==> src/design/tdbc_pkg.sv <==
// tdbc_pkg: types, codes and helpers shared by the fan timer display controller
// and its port checker. No dependencies.
`default_nettype none

package tdbc_pkg;

  // symbol codes on the display
  localparam logic [3:0] SYM_H     = 4'd10;
  localparam logic [3:0] SYM_I     = 4'd11;
  localparam logic [3:0] SYM_BLANK = 4'd12;
  localparam logic [3:0] SYM_ZERO  = 4'd0;

  // fan mode codes
  localparam logic [1:0] FAN_RUN = 2'd1;
  localparam logic [1:0] FAN_SET = 2'd2;

  // register indexes (byte address = 4 * index)
  localparam logic REG_TICKS_PER_UPDATE  = 1'b0;
  localparam logic REG_UPDATES_PER_BLINK = 1'b1;

  localparam logic [7:0] TICKS_PER_UPDATE_RST  = 8'd10;
  localparam logic [7:0] UPDATES_PER_BLINK_RST = 8'd10;

  localparam logic [6:0] HOURS_MAX = 7'd99;

  typedef enum logic [1:0] {
    MODE_START   = 2'd0,
    MODE_TIMING  = 2'd1,
    MODE_SETTING = 2'd2
  } disp_mode_t;

  typedef struct packed {
    logic [1:0] fan_mode;
    logic [6:0] wanted_hours;
    logic [5:0] wanted_minutes;
    logic [6:0] current_hours;
    logic [5:0] current_minutes;
  } in_word_t;

  typedef struct packed {
    logic [3:0] digit_left;
    logic [3:0] digit_mid_left;
    logic [3:0] digit_mid_right;
    logic [3:0] digit_right;
    logic       dot_on;
  } out_word_t;

  // tens and ones of a value up to 127 (exact by reciprocal 103/1024 below 179)
  function automatic logic [7:0] split_dec(input logic [6:0] v);
    logic [13:0] prod;
    logic [3:0]  tens;
    logic [6:0]  ones;
    prod = {7'd0, v} * 14'd103;
    tens = prod[13:10];
    ones = v - ({3'd0, tens} * 7'd10);
    return {tens, ones[3:0]};
  endfunction

endpackage

`default_nettype wire

==> src/design/timer_display_blink_controller.sv <==
// timer_display_blink_controller: fan timer display, four symbols and a colon dot.
// Uses tdbc_pkg for payload types, symbol codes and the decimal split.
//
//   port group   dir   handshake          payload
//   in_*         in    in_valid/in_stall  in_word  (fan mode, wanted and current time)
//   out_*        out   out_valid/out_stall out_word (four symbols, dot)
//   apb          in    psel/penable/pready paddr, pwdata, prdata (two 8-bit registers)
//
// one word in per cycle while in_stall is low, its result in the output register on the next cycle
// the state update and decimal split feed the state registers, which are also the
// output registers; the input takes a word whenever the output is empty or drained
// in_stall rises only while a result sits unread under out_stall
// synchronous reset: start mode, counters zero, symbols blank, dot off,
// registers back to 10
`default_nettype none

module timer_display_blink_controller (
  input  wire logic                clk,
  input  wire logic                rst_n,
  input  wire logic                in_valid,
  output      logic                in_stall,
  input  wire tdbc_pkg::in_word_t  in_word,
  output      logic                out_valid,
  input  wire logic                out_stall,
  output      tdbc_pkg::out_word_t out_word,
  input  wire logic                psel,
  input  wire logic                penable,
  input  wire logic                pwrite,
  input  wire logic [2:0]          paddr,
  input  wire logic [31:0]         pwdata,
  output      logic [31:0]         prdata,
  output      logic                pready
);

  tdbc_pkg::disp_mode_t mode_r, mode_nxt;
  logic [7:0] tpu_r;
  logic [7:0] upb_r;
  logic [7:0] tick_r, tick_nxt;
  logic [7:0] blink_r, blink_nxt;
  logic [3:0] sym_r   [4];
  logic [3:0] sym_nxt [4];
  logic       dot_r, dot_nxt;
  logic       out_valid_r;

  logic       in_acc;
  logic       upd;
  logic [7:0] tick_inc;
  logic [7:0] blink_base;
  logic [7:0] blink_inc;
  logic       blink_due;
  logic       all_blank;
  logic       none_blank;
  logic       show;
  logic [6:0] cur_h_sat;
  logic [6:0] want_h_sat;
  logic [7:0] cur_h_dec, cur_m_dec, want_h_dec, want_m_dec;

  assign pready   = 1'b1;
  assign in_stall = out_valid_r & out_stall;
  assign in_acc   = in_valid & ~in_stall;

  // config registers
  always_ff @(posedge clk) begin
    if (!rst_n) begin
      tpu_r <= tdbc_pkg::TICKS_PER_UPDATE_RST;
      upb_r <= tdbc_pkg::UPDATES_PER_BLINK_RST;
    end else if (psel && penable && pwrite) begin
      if (paddr[2] == tdbc_pkg::REG_UPDATES_PER_BLINK) begin
        upb_r <= pwdata[7:0];
      end else begin
        tpu_r <= pwdata[7:0];
      end
    end
  end

  always_comb begin
    if (paddr[2] == tdbc_pkg::REG_TICKS_PER_UPDATE) begin
      prdata = {24'd0, tpu_r};
    end else begin
      prdata = {24'd0, upb_r};
    end
  end

  // prescaler and decimal split
  assign tick_inc = tick_r + 8'd1;
  assign upd      = (tick_inc == tpu_r);

  assign cur_h_sat  = (in_word.current_hours > tdbc_pkg::HOURS_MAX) ?
                      tdbc_pkg::HOURS_MAX : in_word.current_hours;
  assign want_h_sat = (in_word.wanted_hours > tdbc_pkg::HOURS_MAX) ?
                      tdbc_pkg::HOURS_MAX : in_word.wanted_hours;
  assign cur_h_dec  = tdbc_pkg::split_dec(cur_h_sat);
  assign cur_m_dec  = tdbc_pkg::split_dec({1'b0, in_word.current_minutes});
  assign want_h_dec = tdbc_pkg::split_dec(want_h_sat);
  assign want_m_dec = tdbc_pkg::split_dec({1'b0, in_word.wanted_minutes});

  // leaving timing for setting restarts the blink phase before this update's count
  assign blink_base = (mode_r == tdbc_pkg::MODE_TIMING &&
                       in_word.fan_mode == tdbc_pkg::FAN_SET) ? 8'd0 : blink_r;
  assign blink_inc  = blink_base + 8'd1;
  assign blink_due  = (blink_inc == upb_r);

  always_comb begin
    all_blank  = 1'b1;
    none_blank = 1'b1;
    for (int i = 0; i < 4; i++) begin
      if (sym_r[i] == tdbc_pkg::SYM_BLANK) begin
        none_blank = 1'b0;
      end else begin
        all_blank = 1'b0;
      end
    end
  end

  assign show = blink_due ? all_blank : none_blank;

  // next mode
  always_comb begin
    mode_nxt = mode_r;
    if (upd) begin
      case (mode_r)
        tdbc_pkg::MODE_START: begin
          if (in_word.fan_mode == tdbc_pkg::FAN_RUN) mode_nxt = tdbc_pkg::MODE_TIMING;
        end
        tdbc_pkg::MODE_TIMING: begin
          if (in_word.fan_mode == tdbc_pkg::FAN_SET) mode_nxt = tdbc_pkg::MODE_SETTING;
        end
        tdbc_pkg::MODE_SETTING: begin
          if (in_word.fan_mode == tdbc_pkg::FAN_RUN) mode_nxt = tdbc_pkg::MODE_TIMING;
        end
        default: mode_nxt = mode_r;
      endcase
    end
  end

  // display, dot and counters
  always_comb begin
    sym_nxt   = sym_r;
    dot_nxt   = dot_r;
    blink_nxt = blink_r;
    tick_nxt  = upd ? 8'd0 : tick_inc;
    if (upd) begin
      case (mode_r)
        tdbc_pkg::MODE_START: begin
          if (in_word.fan_mode == tdbc_pkg::FAN_RUN) begin
            sym_nxt[1] = tdbc_pkg::SYM_BLANK;
            sym_nxt[2] = tdbc_pkg::SYM_BLANK;
          end else begin
            sym_nxt[1] = tdbc_pkg::SYM_H;
            sym_nxt[2] = tdbc_pkg::SYM_I;
          end
        end
        tdbc_pkg::MODE_TIMING: begin
          if (in_word.wanted_hours == 7'd0) begin
            for (int i = 0; i < 4; i++) sym_nxt[i] = tdbc_pkg::SYM_ZERO;
            dot_nxt   = 1'b1;
            blink_nxt = blink_base;
          end else begin
            sym_nxt[0] = cur_h_dec[7:4];
            sym_nxt[1] = cur_h_dec[3:0];
            sym_nxt[2] = cur_m_dec[7:4];
            sym_nxt[3] = cur_m_dec[3:0];
            blink_nxt  = blink_due ? 8'd0 : blink_inc;
            if (blink_due) dot_nxt = ~dot_r;
          end
        end
        tdbc_pkg::MODE_SETTING: begin
          blink_nxt = blink_due ? 8'd0 : blink_inc;
          if (show) begin
            sym_nxt[0] = want_h_dec[7:4];
            sym_nxt[1] = want_h_dec[3:0];
            sym_nxt[2] = want_m_dec[7:4];
            sym_nxt[3] = want_m_dec[3:0];
            dot_nxt    = 1'b1;
          end else begin
            for (int i = 0; i < 4; i++) sym_nxt[i] = tdbc_pkg::SYM_BLANK;
            dot_nxt = 1'b0;
          end
        end
        default: begin
          sym_nxt = sym_r;
        end
      endcase
    end
  end

  // state registers double as the result register: they change only on accept,
  // and accept happens only when the previous result has been taken
  always_ff @(posedge clk) begin
    if (!rst_n) begin
      mode_r      <= tdbc_pkg::MODE_START;
      tick_r      <= 8'd0;
      blink_r     <= 8'd0;
      dot_r       <= 1'b0;
      out_valid_r <= 1'b0;
      for (int i = 0; i < 4; i++) sym_r[i] <= tdbc_pkg::SYM_BLANK;
    end else begin
      if (in_acc) begin
        mode_r  <= mode_nxt;
        tick_r  <= tick_nxt;
        blink_r <= blink_nxt;
        dot_r   <= dot_nxt;
        sym_r   <= sym_nxt;
      end
      if (in_acc) begin
        out_valid_r <= 1'b1;
      end else if (!out_stall) begin
        out_valid_r <= 1'b0;
      end
    end
  end

  assign out_valid                = out_valid_r;
  assign out_word.digit_left      = sym_r[0];
  assign out_word.digit_mid_left  = sym_r[1];
  assign out_word.digit_mid_right = sym_r[2];
  assign out_word.digit_right     = sym_r[3];
  assign out_word.dot_on          = dot_r;

endmodule

`default_nettype wire

==> config.mk <==
export PLATFORM = sky130hd
export DESIGN_NAME = timer_display_blink_controller
export DESIGN_NICKNAME = d
export VERILOG_FILES = /design/src/design/tdbc_pkg.sv /design/src/design/timer_display_blink_controller.sv
export SDC_FILE = /design/constraint.sdc
export NUM_CORES = 1
export LEC_CHECK = 0
export ABC_CLOCK_PERIOD_IN_PS = 7400
export CORE_MARGIN = 2
export CORE_UTILIZATION = 44
export CTS_CLUSTER_DIAMETER = 80
export DETAILED_ROUTE_END_ITERATION = 12
export DONT_BUFFER_PORTS = 1
export PLACE_DENSITY = 0.69
export SETUP_SLACK_MARGIN = 0.05
export SLEW_MARGIN = 5
export SYNTH_ARGS = -nofsm -noshare
export SYNTH_HDL_FRONTEND = slang
export SYNTH_SLANG_ARGS = --single-unit
==> constraint.sdc <==
create_clock -name clk -period 7.4 [get_ports clk]
set_input_delay 2.22 -clock clk [delete_from_list [all_inputs] [get_ports clk]]
set_output_delay 2.22 -clock clk [all_outputs]
set_load 0.01 [all_outputs]
==> metrics.txt <==
Yosys top cell area share a little under a quarter; DRT Wirelength 14400 um; worst skew pair latency slightly below 0.3 ns; r2r startpoint mode_r[1]; most frequent cells in the layout ha_1, inv_1, nand2_1; first-pass GRT wire length 24300 um; static leakage 3.12 nW; Slew HR 34.3%; Seq/Total Area, Yosys around 16%; WL/cell between 15 and 20 um; initial antenna violation count 0; Final Worst Setup Slack about 0.4 ns; outcome complete, no violations; sequential group share of total power 25.1%; Yosys reg bits 52; final hold slack between 0.4 and 0.5 ns; Syn Area/Cell 8.36 um2; Critical Path End Type flip-flop; initial DRC count about 240; largest net degree at the start of global routing 28; RSZ-0062 raised after global routing false; I/O Buffers 0; vias post-DR slightly above 5000; post-synth cell types a little over 70; Final setup viols 0; clock skew approximately 0.0043 ns; CP arrival just over 7 ns; Gate power share a little over half; asr flop ratio synth 0%; CTS tree done; hold_sp upb_r[2]; mux cell area share after synthesis 2.33%; H-tree levels 2; Max FO, Critical Path 3; worst-margin pin slew between 0.9 and 1 ns; Clock Path Buffers 2; DRC 0; min Tclk post-route approximately 7.0 ns; IR drop worst, VDD approximately 0.11 mV; FF-to-FF End out_word[6]; Placer Congestion a little over 0.8; Setup Total Neg Slack 0 ns; largest family of logic cells by synthesized area adder cells; die area between 15000 and 20000 um2; setup bufs post-CTS 0; kind of critical path in2reg; layout cells sized above 1 about 5.2%; Slew Viols, Final 0; clk root buf clkbuf_16; most common cell after layout, fill and taps aside ha_1; clock sink count between 50 and 60; worst min-delay path class reg2reg; Worst Hold Path EP upb_r[2]; Synth Area in XOR/XNOR between 6 and 7%; ANT nets after route 0; Req. time, crit path between 7 and 8 ns; vias in the first global route 5159; Area Overhead vs Synth 3.82%; diode count 0; Syn Std Cell Area around 6600 um2; top_reg_cell synth dfxtp_1; EDFF count, synth 0; core area between 10000 and 15000 um2; Initial DRT Pass Iterations 5; Adder-Cell Fraction of Synth Area between 30% and 40%; grt ovf 0; Finished Core Util a little under half; die span in y around 130 um; switch share between 30 and 40%; top cell type by total area after synthesis ha_1; final hold vios 0; Sw Pwr about 0.43 mW; Max Clk Rate between 100 and 150 MHz; startpoint types input port; pwr dens approximately 170 nW/um2; Starting Density a little under half; simple-gate area share of the yosys netlist between 15 and 20%; total CTS buffers 5; Compound-Gate Fraction of Synth Area between 10 and 15%; Die X 126 um; Final period util a little over nine tenths; vias per cell 5.43; Critical Path Source in_word[21]; largest cells by area after synthesis ha_1, dfxtp_1, fa_1; internal cell power between 0.7 and 0.8 mW; hpwl dp 11900 um; clock share of power 20.7%; Place WS roughly 0.0053 ns; hold depth 2; I/O pin total ~120; R2R cell count 14; layout net count about 1000; MaxCap Viol Count 0; Clk pin slew, worst setup/hold paths 0.07 ns; num rows between 40 and 50; Syn Inst Count 784; Synth warnings 0; All-Layer GR Usage around 18%; setup slack, reg-to-reg roughly 3.4 ns
[per-stage QoR]
| step | instances | cell area, um2 | total power, mW |
|---|---|---|---|
| after floorplan | 807 | 6640 | 0.781 |
| after global placement | 948 | 6650 | 0.902 |
| after detailed placement | 948 | 6650 | 0.911 |
| after CTS | 956 | 6790 | 1.15 |
| after global routing | 956 | 6810 | 1.26 |
| final | 956 | 6810 | 1.15 |
[cells in the mapped netlist (7+ instances only)]
master	n
o21ai_0	46
nor3_1	20
o211ai_1	9
nand4_1	7
inv_1	84
nor2_1	38
nand2b_1	10
buf_4	26
a211oi_1	7
mux2_2	10
and2_1	7
fa_1	34
ha_1	123
clkbuf_1	21
xnor2_1	29
a21oi_1	49
nand2_1	75
nand3_1	16
dfxtp_1	52
xor2_1	15
[logic make-up (layout without fill, tap and decap cells)]
family	Yosys count	count (layout)
buffers and inverters	137	102
DFF	52	52
and+or+nand+nor	221	221
other	2	25
muxes	14	14
xor gates and xnor gates	46	46
AOI/OAI and AO/OA	155	155
adders and majority gates	157	157
[layout make-up]
| cell class | count | area [um2] |
|---|---|---|
| Fill cell | 1445 | 7730 |
| Multi-Input combinational cell | 618 | 5000 |
| Sequential cell | 52 | 1040 |
| Inverter | 85 | 319 |
| Tap cell | 184 | 230 |
| Clock buffer | 8 | 146 |
| Timing Repair Buffer | 9 | 67.6 |
[layer usage]
layer  GRT usage, %  vias to the layer above  routed length (um)
li1               -                     2647                   -
met1           24.0                     2449                6700
met2           31.9                       87                6940
met3           3.10                        6                 652
met4           2.52                        0                  91
met5              0                        -                   0
[worst max-delay path by stage]
stage                         endpoint  slack (ns)  cells past startpoint
final                     out_word[12]        0.39                     21
after global routing      out_word[12]        0.12                     21
after CTS                 out_word[12]        0.28                     21
after detailed placement  out_word[12]       0.005                     21
after global placement    out_word[12]        0.03                     19
after floorplan           out_word[12]        0.25                     19
[repair_timing]
item | in CTS | in global routing
gates resized for setup | 0 | 2
endpoints found under the setup margin | 0 | 1
hold buffers | 0 | 0
[power groups by stage]
| stage | clock (mW) | sequential, mW | combinational [mW] |
|---|---|---|---|
| 5_1_grt | 0.253 | 0.288 | 0.718 |
| 3_5_place_dp | 0 | 0.294 | 0.617 |
| 6_report | 0.237 | 0.288 | 0.621 |
| 2_1_floorplan | 0 | 0.293 | 0.489 |
| 4_1_cts | 0.239 | 0.288 | 0.623 |
| 3_3_place_gp | 0 | 0.294 | 0.607 |
[state kept, by name, summed over array words and instances, names as in the netlist]
signal	cells
tpu_r	8
blink_r	8
upb_r	8
out_valid	1
mode_r	2
dot_r	1
tick_r	8
out_word	16
[worst max-delay path, stage by stage]
cell and delay, ns:
nor3_2 0.19, nor2_1 0.07, or2_2 0.32, ha_1 0.31, ha_1 0.28, inv_1 0.05, fa_1 0.50, inv_1 0.06
fa_1 0.40, ha_1 0.33, a2111o_1 0.39, a311oi_2 0.30, or2_2 0.18, xnor2_1 0.13, ha_1 0.17, inv_1 0.05
fa_1 0.37, xnor2_1 0.23, xor3_1 0.37, o21ai_0 0.16, a32oi_1 0.11
No activity file was read; power rests on OpenSTA's default activity.
